<file path="config.mk">
export PLATFORM = sky130hd
export DESIGN_NAME = byte_stuffed_frame_decoder_crc16_top
export DESIGN_NICKNAME = d
export VERILOG_FILES = /design/src/hw/rtl/bsfd_pkg.sv /design/src/hw/rtl/bsfd_cfg_regs.sv /design/src/hw/rtl/bsfd_in_reg.sv /design/src/hw/rtl/bsfd_core.sv /design/src/hw/rtl/byte_stuffed_frame_decoder_crc16_top.sv
export SDC_FILE = /design/constraint.sdc
export NUM_CORES = 1
export LEC_CHECK = 0
export ABC_CLOCK_PERIOD_IN_PS = 4850
export BUFFER_PORTS_ARGS = -buffer_cell sky130_fd_sc_hd__buf_2
export CORE_ASPECT_RATIO = 0.9
export CORE_MARGIN = 4
export CORE_UTILIZATION = 35
export CTS_CLUSTER_DIAMETER = 60
export DETAILED_ROUTE_END_ITERATION = 8
export SKIP_CTS_REPAIR_TIMING = 1
export SLEW_MARGIN = 30
export SYNTH_ARGS = -nofsm -noshare
export SYNTH_HDL_FRONTEND = slang
export SYNTH_SLANG_ARGS = --single-unit
</file>
<file path="constraint.sdc">
create_clock -name clk -period 4.85 [get_ports clk]
set_input_delay 0.485 -clock clk [delete_from_list [all_inputs] [get_ports clk]]
set_output_delay 0.485 -clock clk [all_outputs]
set_load 0.01 [all_outputs]
</file>
<file path="src/hw/rtl/bsfd_pkg.sv">
// Shared types, constants and the CRC-16/X.25 byte update for the byte-stuffed frame decoder.
package bsfd_pkg;

  localparam logic [7:0]  MARK_START = 8'h7B;
  localparam logic [7:0]  MARK_ESC   = 8'h5C;
  localparam logic [7:0]  MARK_END   = 8'h7D;
  localparam logic [7:0]  ESC_FLIP   = 8'h20;

  localparam logic [15:0] CRC_INIT   = 16'hFFFF;
  localparam logic [15:0] CRC_POLY   = 16'h8408;
  localparam logic [15:0] CRC_XOROUT = 16'hFFFF;

  localparam logic [15:0] MAX_PAYLOAD_RESET = 16'd256;

  localparam logic [1:0]  KIND_DATA = 2'd0;
  localparam logic [1:0]  KIND_GOOD = 2'd1;
  localparam logic [1:0]  KIND_BAD  = 2'd2;
  localparam logic [1:0]  KIND_DROP = 2'd3;

  localparam int unsigned CFG_ADDR_W = 3;
  localparam logic        CFG_IDX_MAX_PAYLOAD = 1'b0;

  typedef struct packed {
    logic       valid;
    logic [7:0] rx_byte;
  } in_item_t;

  typedef struct packed {
    logic [1:0]  kind;
    logic [7:0]  data_byte;
    logic [15:0] count;
  } result_t;

  function automatic logic [15:0] crc_x25_byte(input logic [15:0] crc_in,
                                               input logic [7:0]  data);
    logic [15:0] c;
    c = crc_in ^ {8'h00, data};
    for (int k = 0; k < 8; k++) begin
      if (c[0]) begin
        c = (c >> 1) ^ CRC_POLY;
      end else begin
        c = c >> 1;
      end
    end
    return c;
  endfunction

endpackage

</file>
<file path="src/hw/rtl/bsfd_cfg_regs.sv">
// APB-style configuration register block holding the largest accepted payload length.
module bsfd_cfg_regs (
  input  logic                              clk,
  input  logic                              rst_n,
  input  logic                              cfg_psel,
  input  logic                              cfg_penable,
  input  logic                              cfg_pwrite,
  input  logic [bsfd_pkg::CFG_ADDR_W-1:0]   cfg_paddr,
  input  logic [31:0]                       cfg_pwdata,
  output logic [31:0]                       cfg_prdata,
  output logic                              cfg_pready,
  output logic [15:0]                       max_payload
);

  logic [15:0] max_payload_r;
  logic        wr_en;
  logic        hit;

  assign cfg_pready = 1'b1;
  assign hit   = (cfg_paddr[bsfd_pkg::CFG_ADDR_W-1] == bsfd_pkg::CFG_IDX_MAX_PAYLOAD);
  assign wr_en = cfg_psel && cfg_penable && cfg_pwrite && cfg_pready && hit;

  always_ff @(posedge clk) begin
    if (!rst_n) begin
      max_payload_r <= bsfd_pkg::MAX_PAYLOAD_RESET;
    end else if (wr_en) begin
      max_payload_r <= cfg_pwdata[15:0];
    end
  end

  assign cfg_prdata  = hit ? {16'h0000, max_payload_r} : 32'h0000_0000;
  assign max_payload = max_payload_r;

endmodule

</file>
<file path="src/hw/rtl/bsfd_in_reg.sv">
// Input register stage that captures one received byte per transaction.
module bsfd_in_reg (
  input  logic                 clk,
  input  logic                 rst_n,
  input  logic                 in_valid,
  output logic                 in_ready,
  input  logic [7:0]           in_rx_byte,
  input  logic                 advance,
  output bsfd_pkg::in_item_t   item
);

  logic       valid_r;
  logic       valid_nxt;
  logic [7:0] byte_r;

  assign in_ready = !valid_r || advance;

  always_comb begin
    valid_nxt = valid_r;
    if (in_ready) begin
      valid_nxt = in_valid;
    end
  end

  always_ff @(posedge clk) begin
    if (!rst_n) begin
      valid_r <= 1'b0;
    end else begin
      valid_r <= valid_nxt;
    end
  end

  always_ff @(posedge clk) begin
    if (in_valid && in_ready) begin
      byte_r <= in_rx_byte;
    end
  end

  assign item.valid   = valid_r;
  assign item.rx_byte = byte_r;

endmodule

</file>
<file path="src/hw/rtl/bsfd_core.sv">
// Deframing state machine, CRC check and result register.
module bsfd_core (
  input  logic                clk,
  input  logic                rst_n,
  input  bsfd_pkg::in_item_t  item,
  input  logic [15:0]         max_payload,
  output logic                advance,
  output logic                out_valid,
  input  logic                out_ready,
  output logic [1:0]          out_kind,
  output logic [7:0]          out_data_byte,
  output logic [15:0]         out_count
);

  localparam logic [1:0] PH_WAIT = 2'd0;
  localparam logic [1:0] PH_RECV = 2'd1;
  localparam logic [1:0] PH_ESCD = 2'd2;
  localparam logic [1:0] PH_SPARE = 2'd3;

  logic [1:0]  phase_r, phase_nxt;
  logic [16:0] cnt_r, cnt_nxt;
  logic [15:0] tail_r, tail_nxt;
  logic [15:0] crc_r, crc_nxt;
  logic        out_valid_r, out_valid_nxt;
  bsfd_pkg::result_t res_r;
  bsfd_pkg::result_t res;
  logic        res_valid;

  logic [7:0]  b;
  logic [7:0]  data_in;
  logic        take;
  logic        room;
  logic [16:0] limit;
  logic [16:0] cnt_less2;

  assign advance   = item.valid && (!out_valid_r || out_ready);
  assign b         = item.rx_byte;
  assign limit     = {1'b0, max_payload} + 17'd2;
  assign room      = (cnt_r < limit);
  assign cnt_less2 = cnt_r - 17'd2;

  always_comb begin
    phase_nxt = phase_r;
    cnt_nxt   = cnt_r;
    tail_nxt  = tail_r;
    crc_nxt   = crc_r;
    res_valid = 1'b0;
    res       = '0;
    take      = 1'b0;
    data_in   = b;
    unique case (phase_r)
      PH_WAIT: begin
        if (b == bsfd_pkg::MARK_START) begin
          phase_nxt = PH_RECV;
          cnt_nxt   = '0;
          tail_nxt  = '0;
          crc_nxt   = bsfd_pkg::CRC_INIT;
        end
      end
      PH_RECV: begin
        priority if (b == bsfd_pkg::MARK_START) begin
          phase_nxt = PH_RECV;
          cnt_nxt   = '0;
          tail_nxt  = '0;
          crc_nxt   = bsfd_pkg::CRC_INIT;
          res_valid = 1'b1;
          res.kind  = bsfd_pkg::KIND_DROP;
        end else if (b == bsfd_pkg::MARK_ESC) begin
          phase_nxt = PH_ESCD;
        end else if (b == bsfd_pkg::MARK_END) begin
          phase_nxt = PH_WAIT;
          if (cnt_r >= 17'd2) begin
            res_valid = 1'b1;
            res.kind  = ((crc_r ^ bsfd_pkg::CRC_XOROUT) == tail_r) ?
                        bsfd_pkg::KIND_GOOD : bsfd_pkg::KIND_BAD;
            res.count = cnt_less2[15:0];
          end
        end else begin
          take = 1'b1;
        end
      end
      PH_ESCD: begin
        priority if (b == bsfd_pkg::MARK_START) begin
          phase_nxt = PH_RECV;
          cnt_nxt   = '0;
          tail_nxt  = '0;
          crc_nxt   = bsfd_pkg::CRC_INIT;
          res_valid = 1'b1;
          res.kind  = bsfd_pkg::KIND_DROP;
        end else if (b == bsfd_pkg::MARK_ESC || b == bsfd_pkg::MARK_END) begin
          phase_nxt = PH_WAIT;
          res_valid = 1'b1;
          res.kind  = bsfd_pkg::KIND_DROP;
        end else begin
          take    = 1'b1;
          data_in = b ^ bsfd_pkg::ESC_FLIP;
        end
      end
      PH_SPARE: begin
        phase_nxt = PH_WAIT;
      end
      default: begin
        phase_nxt = PH_WAIT;
      end
    endcase

    if (take) begin
      if (room) begin
        phase_nxt = PH_RECV;
        if (cnt_r >= 17'd2) begin
          res_valid      = 1'b1;
          res.kind       = bsfd_pkg::KIND_DATA;
          res.data_byte  = tail_r[7:0];
          res.count      = cnt_less2[15:0];
          crc_nxt        = bsfd_pkg::crc_x25_byte(crc_r, tail_r[7:0]);
        end
        tail_nxt = {data_in, tail_r[15:8]};
        cnt_nxt  = cnt_r + 17'd1;
      end else begin
        phase_nxt = PH_WAIT;
        res_valid = 1'b1;
        res       = '0;
        res.kind  = bsfd_pkg::KIND_DROP;
      end
    end
  end

  always_comb begin
    out_valid_nxt = out_valid_r;
    priority if (advance) begin
      out_valid_nxt = res_valid;
    end else if (out_ready) begin
      out_valid_nxt = 1'b0;
    end
  end

  always_ff @(posedge clk) begin
    if (!rst_n) begin
      phase_r     <= PH_WAIT;
      cnt_r       <= '0;
      tail_r      <= '0;
      crc_r       <= bsfd_pkg::CRC_INIT;
      out_valid_r <= 1'b0;
    end else begin
      out_valid_r <= out_valid_nxt;
      if (advance) begin
        phase_r <= phase_nxt;
        cnt_r   <= cnt_nxt;
        tail_r  <= tail_nxt;
        crc_r   <= crc_nxt;
      end
    end
  end

  always_ff @(posedge clk) begin
    if (advance && res_valid) begin
      res_r <= res;
    end
  end

  assign out_valid     = out_valid_r;
  assign out_kind      = res_r.kind;
  assign out_data_byte = res_r.data_byte;
  assign out_count     = res_r.count;

endmodule

</file>
<file path="src/hw/rtl/byte_stuffed_frame_decoder_crc16_top.sv">
// Top level of the byte-stuffed frame decoder with CRC-16/X.25 check.
//
//   Channel  Direction  Handshake             Payload
//   in_      input      in_valid / in_ready   in_rx_byte[7:0]
//   out_     output     out_valid / out_ready out_kind[1:0], out_data_byte[7:0], out_count[15:0]
//   cfg_     config     APB write, pready=1   max_payload at byte address 0
//
// A byte is taken into the input register and its result, if any, is then written to the
// result register, so one transaction per cycle is sustained while out_ready is high.
// The rate is set by the frame state machine, which steps and updates its CRC a byte at a time.
// Reset is synchronous and active low; it clears the frame state and loads max_payload with 256.
// A stalled result holds the input register, and one further byte can wait in it meanwhile.
module byte_stuffed_frame_decoder_crc16_top (
  input  logic                              clk,
  input  logic                              rst_n,
  input  logic                              in_valid,
  output logic                              in_ready,
  input  logic [7:0]                        in_rx_byte,
  output logic                              out_valid,
  input  logic                              out_ready,
  output logic [1:0]                        out_kind,
  output logic [7:0]                        out_data_byte,
  output logic [15:0]                       out_count,
  input  logic                              cfg_psel,
  input  logic                              cfg_penable,
  input  logic                              cfg_pwrite,
  input  logic [bsfd_pkg::CFG_ADDR_W-1:0]   cfg_paddr,
  input  logic [31:0]                       cfg_pwdata,
  output logic [31:0]                       cfg_prdata,
  output logic                              cfg_pready
);

  bsfd_pkg::in_item_t item;
  logic               advance;
  logic [15:0]        max_payload;

  bsfd_cfg_regs u_cfg (
    .clk         (clk),
    .rst_n       (rst_n),
    .cfg_psel    (cfg_psel),
    .cfg_penable (cfg_penable),
    .cfg_pwrite  (cfg_pwrite),
    .cfg_paddr   (cfg_paddr),
    .cfg_pwdata  (cfg_pwdata),
    .cfg_prdata  (cfg_prdata),
    .cfg_pready  (cfg_pready),
    .max_payload (max_payload)
  );

  bsfd_in_reg u_in (
    .clk        (clk),
    .rst_n      (rst_n),
    .in_valid   (in_valid),
    .in_ready   (in_ready),
    .in_rx_byte (in_rx_byte),
    .advance    (advance),
    .item       (item)
  );

  bsfd_core u_core (
    .clk           (clk),
    .rst_n         (rst_n),
    .item          (item),
    .max_payload   (max_payload),
    .advance       (advance),
    .out_valid     (out_valid),
    .out_ready     (out_ready),
    .out_kind      (out_kind),
    .out_data_byte (out_data_byte),
    .out_count     (out_count)
  );

endmodule

</file>
==> run metrics, run 1 <==
clock sink count=103; detailed-route DRC error count=0; Final Hold Viols=0; Worst Path Arrival=about 4.2 ns; routed wire length=13200 um; setup_tns=0 ns; CTS tree=yes; 1st-iter DRT viols=252; via count=4673; RR Startpoint=u_cfg.max_payload[3]; skew final=0.00960 ns; CP Capture Type=flip-flop; Placed Instance Area=between 6000 and 7000 um^2; GRT Overall Usage=0.140; TritonCTS Buffers=9; most common cell after layout, fill and taps aside=nand2_1; fin crit share=0.855; post-route cell area=6710 um^2; max incr delay on CP=~0.6 ns; Initial Util=0.355; core area=around 17000 um^2; Worst Path Max Fanout=26; Hold Path Stages=1; Final Critical Period=roughly 4.1 ns; FF-to-FF path depth=13; Worst Hold Endpoint=u_in.byte_r[5]; dpl hpwl=9480 um; pins over their slew limit=0; Max Root-Sink Buffers=2; GR Overflow Total=0; global-route wire length before repair=approximately 22000 um; area delta synth->final=12.3%; post-layout power=1.74 mW; Worst EP required=4.87 ns; register area share after synthesis=0.402; ant diodes=0; register-to-register setup slack=0.70 ns; Final ANT Viol Nets=0; synth warn=0; H-tree depth=3; commonest cells after routing, fill and taps aside=91 x nand2_1, 75 x buf_2, 71 x nor2_1; Die W=146 um; RSZ-0062 raised after global routing=false; Syn Std Cell Area=between 5000 and 6000 um^2; Critical Path, Cell by Cell=and3_1, and3_1, and2_1, nor2b_1, nand3_1, xor2_1, ha_1, nand4_1, or4_1, o211ai_1, o21ai_0, a21oi_2, buf_4; number of global-route vias before repair=4279; Slew HR=0.414; # port buffers=75; Clock Latency Late Sink=0.36 ns; fin util=0.399; Post-synth EDFFs=34; initial antenna violation count=0; endpoints failing setup=0; CP max-delay cell=or4_1; DR pass1 iterations=5; Root Driver=clkbuf_16; fmax=241 MHz; largest net degree at the start of global routing=42; max-cap viol count=0; VDD IR max=0.164 mV; Pwr Density=259 nW/um^2; ys flop type=dfxtp_1; vias per cell=4.97; hold crit path type=in2reg; drt wl/cell=about 14 um; Ports=111; Reg-to-Reg End=u_core.out_count[4]; kind of critical path=reg2reg; share of layout cells above drive strength 1=0.151; Seq cells post-synth=approximately 100; post-synth cell types=57; Post-synth ARST share=0; Avg Cell Area, Syn=8.88 um^2; die area=19200 um^2; die extent in y=132 um; Worst-Margin Slew=0.879 ns; Hold Slack=0.300 ns; Leak=2.72 nW; min-delay src=in_rx_byte[5]; Clk pin slew, worst setup/hold paths=roughly 0.07 ns; crit-path most repeated cell=and3_1; status=finished, final reports clean; row cnt=45; routability cong.=0.788; Post-Syn Instances=673; Critical Path Source Type=flip-flop; NumNets Final=800
area by class of cell:
cell class	count	area (um^2)
inverter	15	56.3
clock inverter	6	65.1
tap	211	264
multi-input combinational	514	3260
fill	1714	10100
timing repair buffer	81	420
sequential	103	2400
clock buffer	10	250
through the flow:
step	setup WS (ns)	cells
final	0.701	940
after global placement	0.807	924
after floorplan	0.382	688
after CTS	0.705	940
after global routing	0.445	940
after detailed placement	0.726	924
cell usage after synthesis (all sizes together) (2+ instances only):
master | instances | area, um^2
o41ai | 5 | 43.8
a21oi | 44 | 220
a31oi | 5 | 31.3
a21o | 6 | 45.0
and4b | 3 | 30.0
nand2 | 91 | 342
nand4b | 3 | 26.3
buf | 32 | 240
ha | 26 | 325
nand3 | 15 | 75.1
or2 | 8 | 50.1
clkbuf | 24 | 90.1
o21ai | 11 | 55.1
nor4 | 3 | 33.8
nor2b | 18 | 113
and3 | 5 | 31.3
nor3 | 12 | 60.1
or4 | 10 | 78.8
mux2i | 35 | 350
nor2 | 72 | 278
dfxtp | 69 | 1380
o21a | 2 | 15.0
or3 | 6 | 37.5
inv | 15 | 56.3
nand4 | 6 | 37.5
nand2b | 4 | 25.0
a211oi | 4 | 35.0
xor2 | 24 | 210
edfxtp | 34 | 1020
o211ai | 17 | 128
and2 | 14 | 87.6
xnor2 | 33 | 289
conb | 2 | 7.51
critical path, delay by kind of cell, from the launching register on:
family | cells | cell delay [ns]
compound gates | 3 | 0.86
xor+xnor | 1 | 0.16
fa+ha+maj | 1 | 0.29
buf+inv | 1 | 0.33
flops | 1 | 0.41
simple gates | 7 | 1.74
worst max path at each step:
stage                               from             endpoint  slack, ns
global route        u_cfg.max_payload[3]  u_core.out_count[7]       0.44
finish              u_cfg.max_payload[3]  u_core.out_count[4]       0.70
CTS                 u_cfg.max_payload[3]  u_core.out_count[4]       0.71
global placement    u_cfg.max_payload[3]  u_core.out_count[6]       0.81
detailed placement  u_cfg.max_payload[3]  u_core.out_count[4]       0.73
floorplan           u_cfg.max_payload[3]  u_core.out_count[0]       0.38
cell families after synthesis:
| logic type | Yosys count | synth area share |
|---|---|---|
| adder cells (fa/ha/maj) | 26 | 0.0544 |
| XOR/XNOR | 57 | 0.0835 |
| multiplexers | 35 | 0.0586 |
| AND/OR/NAND/NOR | 273 | 0.222 |
| buffers and inverters | 71 | 0.0647 |
| flip-flops | 103 | 0.402 |
| other | 2 | 0.00126 |
| AO/OA/AOI/OAI | 106 | 0.113 |
per-layer routing:
layer  part of all wire  wire length [um]  vias to the layer above  global-route usage
met1               0.51              6730                     2148               0.200
met2               0.43              5720                       98               0.212
met5                  0                 0                        -                   0
met4              0.016               210                        0              0.0411
met3              0.045               590                       13              0.0327
li1                   -                 -                     2414                   -
registers in the layout (all words and copies together) (netlist names):
name                  cells
u_core.out_count         16
u_cfg.max_payload        16
u_core.crc_r             16
u_core.out_kind           2
u_in.valid_r              1
u_core.tail_r            16
u_core.phase_r            2
u_core.out_valid          1
u_core.cnt_r             17
u_in.byte_r               8
u_core.out_data_byte      8
power breakdown:
group | switching, mW | leakage (nW) | internal [mW]
Clock | 0.333 | 0.156 | 0.433
Combinational | 0.0494 | 1.63 | 0.0245
Sequential | 0.00718 | 0.928 | 0.893
No activity file was read; power rests on OpenSTA's default activity.
==> run 2, diff against run 1 <==
- ABC_CLOCK_PERIOD_IN_PS: 4850 -> not set
- clock period: 4.85 -> 4.1 ns (I/O delays scaled with it)
==> run 2 against run 1 <==
Register-to-register slack worse by 0.40 ns; die area is the same; final area increased by 0.37%; critical path type unchanged; critical endpoint is now u_core.out_count[2]; largest power group unchanged.
==> run metrics, run 2 (synthesis gave the netlist of run 1 again) <==
share of layout cells above drive strength 1=0.158; drt wl/cell=13.9 um; Hold Slack=~0.23 ns; DR pass1 iterations=4; RR Startpoint=u_cfg.max_payload[5]; GRT Overall Usage=0.138; 1st-iter DRT viols=261; hold crit path type=in2reg; Worst-Margin Slew=~0.8 ns; largest net degree at the start of global routing=slightly above 40; NumNets Final=roughly 810; Initial Util=0.355; Clock Latency Late Sink=0.35 ns; Worst EP required=4.15 ns; kind of critical path=reg2reg; most common cell after layout, fill and taps aside=nand2_1; FF-to-FF path depth=13; CP Capture Point=u_core.out_count[2]; Leak=2.73 nW; Final Hold Viols=0; die area=19200 um^2; Critical Path Source Type=flip-flop; Ports=between 100 and 150; endpoints failing setup=0; routability cong.=0.805; Largest Register=u_core.cnt_r; M3 GR Usage=0.0292; initial antenna violation count=0; commonest cells after routing, fill and taps aside=91 x nand2_1, 75 x buf_2, 71 x nor2_1; fin util=0.400; Die W=146 um; Root Driver=clkbuf_16; Pwr Density=292 nW/um^2; row cnt=between 40 and 50; CP Capture Type=flip-flop; GRT Max-Usage Layer=met2; via count=4677; Worst Path Max Fanout=26; Worst Path Arrival=3.85 ns; status=finished, final reports clean; fin crit share=0.927; area delta synth->final=12.7%; global-route wire length before repair=21900 um; met2 global-route usage=0.211; TritonCTS Buffers=9; met1 GRT Util=0.199; core area=16800 um^2; Final ANT Viol Nets=0; VDD IR max=~0.22 mV; max reg flops=17; Max Root-Sink Buffers=2; register-to-register setup slack=approximately 0.3 ns; fmax=around 260 MHz; RSZ-0062 raised after global routing=false; # port buffers=75; post-layout power=between 1.5 and 2 mW; routed wire length=approximately 13000 um; GR Overflow Total=0; Clk pin slew, worst setup/hold paths=0.07 ns; Reg-to-Reg End=u_core.out_count[2]; skew final=0.0131 ns; number of global-route vias before repair=approximately 4300; max-cap viol count=0; pins over their slew limit=0; Final Critical Period=approximately 3.8 ns; clock sink count=103; detailed-route DRC error count=0; Slew HR=0.470; CTS tree=yes; setup_tns=0 ns; die extent in y=roughly 130 um; post-route cell area=slightly below 7000 um^2; Placed Instance Area=6460 um^2; ant diodes=0; H-tree depth=3; vias per cell=4.95; dpl hpwl=9630 um; Critical Path Start=u_cfg.max_payload[5]
==> run 2: cell count changes in the layout (fill, tap and decap cells not counted), sizes merged <==
cell	previous run	this run
bufinv	1	0
clkinv	4	3
buf	81	86
clkbuf	10	11
inv	16	17
==> run 2: final cells by class <==
class                   count  area [um^2]
repair buffers             86          483
inverters                  15         56.3
clock buffers              11          243
multi-input cells         514         3260
flip-flops and latches    103         2400
fillers                  1704        10100
clock inverters             5         32.5
well taps                 211          264
==> run 2: how the worst min path moves through the flow <==
stage | startpoint | endpoint | slack [ns] | depth (start not counted)
6_report | in_rx_byte[6] | u_in.byte_r[6] | 0.23 | 1
5_1_grt | in_rx_byte[2] | u_in.byte_r[2] | 0.21 | 1
4_1_cts | in_rx_byte[3] | u_in.byte_r[3] | 0.22 | 1
3_5_place_dp | u_core.tail_r[6] | u_core.tail_r[6] | 0.47 | 2
3_3_place_gp | u_core.tail_r[6] | u_core.tail_r[6] | 0.47 | 2
2_1_floorplan | u_cfg.max_payload[0] | u_cfg.max_payload[0] | 0.45 | 2
==> run 2: per-stage QoR <==
stage          worst slack (ns)  std cells
5_1_grt                  0.0647        945
3_5_place_dp              0.189        929
4_1_cts                   0.168        945
2_1_floorplan             0.183        688
6_report                  0.300        945
3_3_place_gp              0.236        929
==> run 2: worst max-delay path: stages, from the launching register on <==
cell and delay [ns]:
dfxtp_1 0.39, and3_1 0.19, and3_1 0.19, and2_1 0.20
nor2b_2 0.21, nand3_1 0.10, xor2_1 0.16, ha_1 0.29
nand4_1 0.17, or4_1 0.60, o211ai_1 0.37, o21ai_1 0.16
a21oi_2 0.23, buf_12 0.20
==> run 2: metal layers <==
metal  routed length, um  up-vias
met4                 163        0
li1                    -     2420
met5                   0        -
met3                 639       11
met2                5770       92
met1                6610     2154
==> run 2: where the power goes <==
| group | switching [mW] | leakage [nW] | internal (mW) |
|---|---|---|---|
| registers | 0.00848 | 0.928 | 1.06 |
| clock network | 0.383 | 0.140 | 0.430 |
| logic | 0.0583 | 1.66 | 0.0293 |
